`src/rtl/gblur_pkg.sv`:
```
// Shared types, constants and arithmetic helpers for the 3x3 Gaussian blur block.
package gblur_pkg;

    localparam int LINE_LENGTH_DEF = 1920;

    localparam int PIX_W      = 32;
    localparam int COLS_W     = 11;
    localparam int ROWS_W     = 12;
    localparam int CFG_IDX_W  = 1;
    localparam int CFG_DATA_W = 12;

    localparam logic [COLS_W-1:0] COLS_RESET = 11'd1920;
    localparam logic [ROWS_W-1:0] ROWS_RESET = 12'd1080;

    typedef enum logic [CFG_IDX_W-1:0] {
        REG_COLS = 1'b0,
        REG_ROWS = 1'b1
    } cfg_reg_t;

    typedef logic [PIX_W-1:0] word_t;

    typedef struct packed {
        logic signed [31:0] pixel_data;
        logic [3:0]         keep_bits;
        logic [3:0]         strobe_bits;
        logic [2:0]         user_bits;
        logic               last_flag;
        logic [4:0]         stream_id;
        logic [5:0]         dest_bits;
    } pixel_in_t;

    typedef struct packed {
        logic signed [31:0] out_data;
        logic [3:0]         out_keep;
        logic [3:0]         out_strobe;
        logic [2:0]         out_user;
        logic               out_last;
        logic [4:0]         out_id;
        logic [5:0]         out_dest;
    } pixel_out_t;

    // 1-2-1 weighting, wraps mod 2^32
    function automatic word_t weigh_121(input word_t a, input word_t b, input word_t c);
        weigh_121 = a + {b[PIX_W-2:0], 1'b0} + c;
    endfunction

endpackage

```
`src/rtl/gblur_raster.sv`:
```
// Config registers, raster column/row counters and line store fill tracking.
module gblur_raster #(
    parameter int LINE_LENGTH = gblur_pkg::LINE_LENGTH_DEF
) (
    input  logic                               aclk,
    input  logic                               aresetn,
    input  logic                               cfg_we,
    input  gblur_pkg::cfg_reg_t                cfg_index,
    input  logic [gblur_pkg::CFG_DATA_W-1:0]   cfg_wdata,
    input  logic                               step,
    output logic [$clog2(LINE_LENGTH)-1:0]     rd_addr,
    output logic                               rd_seen
);
    import gblur_pkg::*;

    localparam int AW = $clog2(LINE_LENGTH);
    localparam int NW = $clog2(LINE_LENGTH + 1);
    localparam int LW = (NW > COLS_W) ? NW : COLS_W;

    logic [COLS_W-1:0] cols_reg;
    logic [ROWS_W-1:0] rows_reg;
    logic [AW-1:0]     col_reg, col_next;
    logic [ROWS_W-1:0] row_reg, row_next;
    logic [NW-1:0]     fill_reg, fill_next;

    logic [LW-1:0]     ncols;
    logic [ROWS_W-1:0] nrows;
    logic [AW-1:0]     col_cur;
    logic [ROWS_W-1:0] row_cur;
    logic [ROWS_W-1:0] row_inc;
    logic [AW:0]       col_inc;
    logic              wrap;

    always_comb begin
        if (cols_reg == '0) begin
            ncols = LW'(1);
        end else if (LW'(cols_reg) > LW'(LINE_LENGTH)) begin
            ncols = LW'(LINE_LENGTH);
        end else begin
            ncols = LW'(cols_reg);
        end
        nrows = (rows_reg == '0) ? ROWS_W'(1) : rows_reg;

        // counters past a lowered limit restart at zero
        col_cur = (LW'(col_reg) >= ncols) ? '0 : col_reg;
        row_cur = (row_reg >= nrows) ? '0 : row_reg;

        col_inc  = {1'b0, col_cur} + (AW+1)'(1);
        wrap     = (LW'(col_inc) >= ncols);
        col_next = wrap ? '0 : col_inc[AW-1:0];
        row_inc  = row_cur + ROWS_W'(1);
        if (wrap) begin
            row_next = (row_inc >= nrows) ? '0 : row_inc;
        end else begin
            row_next = row_cur;
        end

        // columns are written as a growing prefix; beyond it the store reads zero
        fill_next = (NW'(col_inc) > fill_reg) ? NW'(col_inc) : fill_reg;
    end

    always_ff @(posedge aclk) begin
        if (!aresetn) begin
            cols_reg <= COLS_RESET;
            rows_reg <= ROWS_RESET;
            col_reg  <= '0;
            row_reg  <= '0;
            fill_reg <= '0;
        end else begin
            if (cfg_we) begin
                unique case (cfg_index)
                    REG_COLS: cols_reg <= cfg_wdata[COLS_W-1:0];
                    REG_ROWS: rows_reg <= cfg_wdata[ROWS_W-1:0];
                    default:  cols_reg <= cols_reg;
                endcase
            end
            if (step) begin
                col_reg  <= col_next;
                row_reg  <= row_next;
                fill_reg <= fill_next;
            end
        end
    end

    assign rd_addr = col_cur;
    assign rd_seen = (NW'(col_cur) < fill_reg);

endmodule

```
`config.mk`:
```
export PLATFORM = sky130hd
export DESIGN_NAME = gblur_raster
export DESIGN_NICKNAME = d
export VERILOG_FILES = /design/src/rtl/gblur_pkg.sv /design/src/rtl/gblur_raster.sv
export SDC_FILE = /design/constraint.sdc
export NUM_CORES = 1
export LEC_CHECK = 0
export ABC_CLOCK_PERIOD_IN_PS = 5300
export BUFFER_PORTS_ARGS = -buffer_cell sky130_fd_sc_hd__buf_4
export CAP_MARGIN = 20
export CELL_PAD_IN_SITES_DETAIL_PLACEMENT = 1
export CELL_PAD_IN_SITES_GLOBAL_PLACEMENT = 1
export CORE_MARGIN = 2
export CORE_UTILIZATION = 38
export CTS_BUF_LIST = sky130_fd_sc_hd__clkbuf_16
export DETAILED_ROUTE_END_ITERATION = 6
export GPL_TIMING_DRIVEN = 0
export PLACE_DENSITY_LB_ADDON = 0.1
export RECOVER_POWER = 25
export SYNTH_ARGS = -nofsm -noshare
export SYNTH_HDL_FRONTEND = slang
export SYNTH_SLANG_ARGS = --single-unit
```
`constraint.sdc`:
```
create_clock -name aclk -period 5.3 [get_ports aclk]
set_clock_uncertainty 0.15 [all_clocks]
set_input_delay 1.06 -clock aclk [delete_from_list [all_inputs] [get_ports aclk]]
set_output_delay 1.06 -clock aclk [all_outputs]
set_load 0.01 [all_outputs]
```
---- Yosys cells after proc, flatten, opt, wreduce, memory -nomap -nowiden ----
Cells that the tools add are included.
word-level totals
  input port bits ......................... 17
  ROM bits ................................ 0
  latch bits .............................. 0
  register bits after elaboration ......... 33
  output and inout port bits .............. 12
  logic and storage cells ................. 17
  bits in writable memories ............... 0
  memories kept ........................... 0
operators by class
  eq/ne operators ......................... 0
  divide/modulo/power cells ............... 0
  $add $sub $neg .......................... 1
  order comparisons ....................... 5
  bitwise gates (word level) .............. 1
  reduce and logical (&&, ||, !) cells .... 3
  multipliers ............................. 0
  mux-type cells .......................... 4
  shifts and indexed selects .............. 0
operators by type and width
  cell                                                             count
  11-bit two-way mux                                               4
  11-bit >= comparator                                             2
  11-bit by 1-bit adder with 11-bit output, second input constant  1
  11-bit > comparator                                              1
  11-bit > comparator, second input constant                       1
  11-bit logical NOT                                               1
  11-bit < comparator                                              1
  2-bit AND reduction                                              2
  1-bit NOT                                                        1

---- Logic depth before layout (Yosys ltp) ----
  depth after elaboration ................. 8
  depth in mapped cells ................... 25
  mapped depth without buffers ............ 24

---- Worst setup path after synthesis ----
Ideal clock, no wire load.
  kind .................................... reg2reg
  start ................................... register cols_reg[4]
  end ..................................... register fill_reg[8]
  period minus slack after synthesis ...... 5.257 ns
  library setup time ...................... 0.131 ns
  arrival time ............................ 4.977 ns
  setup slack ............................. 0.043 ns
  buffers on the path ..................... 1
  required time ........................... 5.019 ns
  cell stages (with the launch flop) ...... 25
  cells stage by stage .................... dfxtp_1 nor4_1 a41oi_1 o21ai_0 ha_1 nand2b_1 a31oi_1 o21ai_1 a21oi_1 nand2_1 inv_1 ha_1 nand3_1 nor2_1 nand3_1 nor2_1 xnor2_1 nor2_1 ha_1 and4_1 a221o_1 o221ai_1 or2_1 clkbuf_1 o31ai_1
on the way
  cells in the longest elaborated chain, start to end .. 8
  elaborated cells between the ends (all ways) .. 9
  those cells by class .................... add/sub (1); order compare (3); mux (3); reduce/logical (2)
RTL lines
  what                                          RTL line            source
  start, declared                               gblur_raster.sv:20  logic [COLS_W-1:0] cols_reg;
  start signal, assigned                        gblur_raster.sv:72  REG_COLS: cols_reg <= cfg_wdata[COLS_W-1:0];
  start signal, assigned                        gblur_raster.sv:74  default: cols_reg <= cols_reg;
  11-bit > comparator                           gblur_raster.sv:37  end else if (LW'(cols_reg) > LW'(LINE_LENGTH)) begin
  11-bit two-way mux                            gblur_raster.sv:37
  11-bit two-way mux (*)                        gblur_raster.sv:35  if (cols_reg == '0) begin
  11-bit >= comparator (*)                      gblur_raster.sv:45  col_cur = (LW'(col_reg) >= ncols) ? '0 : col_reg;
  11-bit two-way mux (*)                        gblur_raster.sv:45
  11-bit by 1-bit adder with 11-bit output (*)  gblur_raster.sv:48  col_inc = {1'b0, col_cur} + (AW+1)'(1);
  via col_inc[0]                                gblur_raster.sv:31  logic [AW:0] col_inc;
  11-bit > comparator (*)                       gblur_raster.sv:59  fill_next = (NW'(col_inc) > fill_reg) ? NW'(col_inc) : fill_reg;
  2-bit AND reduction (no line) (*)             --
  end signal, assigned                          gblur_raster.sv:80  fill_reg <= fill_next;
  end, declared                                 gblur_raster.sv:24  logic [NW-1:0] fill_reg, fill_next;
The timed path passes the listed nets; every way through them passes the cells marked *.
A chain may end at the register's enable or synchronous reset.

---- Final worst setup path ----
  start ................................... register cols_reg[4]
  end ..................................... output rd_seen
on the way
  cells in the longest elaborated chain, start to end .. 6
  elaborated cells between the ends (all ways) .. 7
  those cells by class .................... order compare (3); mux (3); reduce/logical (1)
RTL lines
  what                      RTL line            source
  11-bit > comparator       gblur_raster.sv:37
  11-bit two-way mux        gblur_raster.sv:37
  11-bit two-way mux (*)    gblur_raster.sv:35
  11-bit >= comparator (*)  gblur_raster.sv:45
  11-bit two-way mux (*)    gblur_raster.sv:45
  11-bit < comparator (*)   gblur_raster.sv:86  assign rd_seen = (NW'(col_cur) < fill_reg);
  end, declared             gblur_raster.sv:12  output logic rd_seen
Mark *: on every way between the ends. The rest lies on a longest branch, timed or not.

==> flow_metrics.py <==
metrics = {
    "die": {
        "io_pins": 29,
        "die_y_um": 84.95,
        "core-area_um2": 6350,
        "start_util_pct": 39.21,
        "design.die.area_um2": 7216,
        "die_w_um": 84.95,
        "core.rowCount": 29,
    },
    "worst_setup_path": {
        "crit_type": "reg -> out",
        "reg2reg_to": "col_reg[4]$_SDFFE_PN0P_",
        "cpPeakStageDelay_ns": 0.35,
        "start_kind": "register",
        "rr_worst_depth": 26,
        "required_ns": 4.09,
        "cp.arrival_ns": 3.94,
        "r2r_slack_ns": 0.20,
        "path_delay_family": "compound AO/OA/AOI/OAI gates",
        "rr_startpoint": "cols_reg[4]$_SDFFE_PN0P_",
        "cp_slowest_cell": "dfxtp_4",
        "cp-end-kind": "output port",
        "critPathMaxFanout": 5,
        "cp_cell_sequence": "nor4_4 > a41oi_2 > o21ai_2 > ha_1 > nand2b_4 > a31oi_4 > o21ai_4 > a21oi_4 > buf_6 > clkbuf_8 > and2_4 > ha_4 > a21oi_2 > o21ai_2 > maj3_2 > maj3_2 > a41oi_2 > buf_4",
        "cp.buffers_inverters": 3,
    },
    "synthesis": {
        "synth_fp_nets": 369,
        "yosys.area.top_type": "dfxtp_1",
        "synth-edff-count": 0,
        "syn_inst": 309,
        "yosys_most_used_dff": "dfxtp_1",
        "yosys_register_bits": 33,
        "avgSynthCellArea_um2": 8.058,
        "ys_seq_area_share_pct": 26.53,
        "syn-cell-area_um2": 2490,
        "yosys_warnings": 0,
        "post_synth_num_cell_types": 44,
        "synth_top_area_share_pct": 26.53,
        "async_flop_share_pct": 0,
        "synth_area_leaders": "dfxtp_1 27%, ha_1 22%, nand2_1 6.5%",
    },
    "cts": {
        "htree_num_levels": 2,
        "cts-root-buf": "clkbuf_16",
        "numCtsBuffers": 5,
        "cts_tree": "yes",
        "cts.clk_slew.worst_paths_ns": 0.05,
        "clock_sinks": 33,
        "ctsLongestPathBuffers": 2,
        "clkLatencyLatePin_ns": 0.28,
        "cts_hold_buf": 0,
    },
    "sta": {
        "finalHoldViolCount": 0,
        "setup_tns_ns": 0,
        "slew_headroom_pct": 63.74,
        "period_minus_slack_ns": 5.147,
        "drv_slew": 0,
        "period_share_pct": 97.12,
        "fmax_ghz": 0.1943,
        "setup_viol": 0,
        "setup_ws_ns": 0.1527,
        "tightest_slew_ns": 0.5439,
    },
    "drt": {
        "wl_met1_um": 3470,
        "num_vias": 2366,
        "viasPerCell": 5.402,
        "antenna_left": 0,
        "drt_iter0_drc": 69,
        "detail_route.wl_per_cell_um": 17.23,
        "highest_layer": "met4",
        "drc": 0,
        "dr.pass1.iters": 4,
        "wl_met3_um": 170,
        "met2_length_um": 3791,
        "wirelength_um": 7547,
    },
    "global_routing": {
        "grt_pass1_wl_um": 12160,
        "grt_max_degree": 11,
        "globalRouteOverflowTotal": 0,
        "grt_usage_pct": 21.57,
        "grt_pass1_vias": 2416,
        "antenna_found_initial": 0,
    },
    "worst_hold_path": {
        "hp-start": "fill_reg[6]$_SDFFE_PN0P_",
        "holdPathStages": 2,
        "hold_path_class": "reg -> reg",
        "holdPathEnd": "fill_reg[6]$_SDFFE_PN0P_",
    },
    "pwr": {
        "p_leak_nw": 1.458,
        "p_per_area_nw_per_um2": 219.0,
        "peakVddDrop_mv": 0.1292,
    },
    "placement": {
        "post_dp_cell_area_um2": 2789,
        "post-place-ws_ns": -1.486,
        "port_buffers": 27,
        "dpl.hpwl_um": 5624,
        "place_congestion": 0.7665,
    },
    "run_status": {
        "status": "completed",
    },
    "cells_and_area": {
        "area_growth_pct": 33.92,
        "final_area_um2": 3334,
        "drive_above_1_share_pct": 27.15,
        "fillers": 755,
        "layout.nets": 420,
        "final_cell_mix": "41 x ha_1, 41 x buf_4, 39 x nand2_1",
        "diodes": 0,
    },
    "job": {
        "cap_violations": 0,
    },
}
-- worst register-to-register path, stage by stage, from the launching register on --
cell and delay [ns]:
dfxtp_4 0.35, nor4_4 0.27, a41oi_2 0.15, o21ai_2 0.20, ha_1 0.26, nand2b_4 0.15
a31oi_4 0.20, o21ai_4 0.10, a21oi_4 0.23, buf_6 0.13, and2_4 0.17, ha_4 0.17
nand3_4 0.12, nor2_4 0.16, nand3_4 0.13, nor2_4 0.15, xnor2_2 0.14, nor2_2 0.09
buf_4 0.16, ha_1 0.32, and4_1 0.21, o221ai_1 0.12, a211oi_2 0.32, a2111oi_4 0.06
buf_4 0.18, a31oi_1 0.21, o21ai_1 0.09
-- metal layers --
| metal | GRT usage (%) | vias up |
|---|---|---|
| met3 | 3.307 | 12 |
| met4 | 5.628 | 0 |
| li1 | - | 1214 |
| met1 | 27.08 | 1107 |
| met5 | 0 | - |
| met2 | 38.42 | 33 |
-- where the power goes --
part           internal [mW]  total (mW)  leakage, nW  switching, mW
Sequential             0.259       0.268        0.268        0.00957
Combinational         0.0911       0.187         1.11         0.0958
Clock                  0.170       0.275       0.0748          0.105
-- cell type report --
class / instances / area, µm² / area share (%)
buffer: 8 / 50.05 / 1.501
clock buffer: 5 / 125.1 / 3.752
clock inverter: 3 / 13.76 / 0.4128
inverter: 23 / 86.33 / 2.589
multi-input combinational: 244 / 1954 / 58.61
sequential: 33 / 666.9 / 20.00
tap: 77 / 96.34 / 2.889
timing repair buffer: 45 / 341.6 / 10.24
-- worst max path at each step --
| stage | startpoint | end | slack [ns] | cells past startpoint |
|---|---|---|---|---|
| 2_1_floorplan | cols_reg[4]$_SDFFE_PN0P_ | fill_reg[8]$_SDFFE_PN0P_ | 0.04 | 24 |
| 6_report | cols_reg[4]$_SDFFE_PN0P_ | rd_seen | 0.15 | 18 |
| 5_1_grt | cols_reg[4]$_SDFFE_PN0P_ | col_reg[2]$_SDFFE_PN0P_ | -0.01 | 26 |
| 3_5_place_dp | cols_reg[1]$_SDFFE_PN0P_ | fill_reg[3]$_SDFFE_PN0P_ | -1.49 | 24 |
| 3_3_place_gp | cols_reg[1]$_SDFFE_PN0P_ | fill_reg[8]$_SDFFE_PN0P_ | -1.46 | 24 |
| 4_1_cts | cols_reg[7]$_SDFFE_PN1P_ | rd_seen | 0.005 | 17 |
-- what timing repair did --
action	CTS	global route
endpoints found under the setup margin	23	19
endpoints found under the hold margin	0	0
gates resized for setup	36	25
buffers inserted	10	8
pin swaps	10	18
-- cells by family after synthesis --
family / Yosys count / share of synthesized area [%]
AOI/OAI and AO/OA: 75 / 21.16
xor gates and xnor gates: 7 / 2.462
adders and majority gates: 45 / 22.41
buffers and inverters: 32 / 4.824
DFF: 33 / 26.53
muxes: 1 / 0.4020
and+or+nand+nor: 116 / 22.21
-- per-stage QoR --
step	utilization, %	hold slack (ns)	cells	power (mW)
floorplan	-	0.2953	309	0.3660
global placement	43.92	0.3123	413	0.4082
detailed placement	43.92	0.3173	413	0.4113
CTS	49.62	0.3223	430	0.7170
global route	52.51	0.3427	438	0.7708
finish	52.51	0.3240	438	0.7303
-- synthesized netlist by cell type (2+ instances only) --
library cell   n
and2_1        10
nor3_1         2
o31ai_1       10
nand4_1        3
clkbuf_1       9
and3_1         2
o211ai_1       6
o21a_1         5
nor2_1        23
inv_1         23
a21oi_1       17
xnor2_1        5
o21ai_0        4
nor2b_1        3
a41oi_1        2
a31oi_1        3
xor2_1         2
o221ai_1       2
nand2_1       43
dfxtp_1       33
ha_1          43
nand2b_1       3
nand3_1       17
maj3_1         2
a22o_1         2
a211oi_1       2
a21o_1         7
o21ai_1        8
and4_1         3
Power figures use the tool's default switching activity.
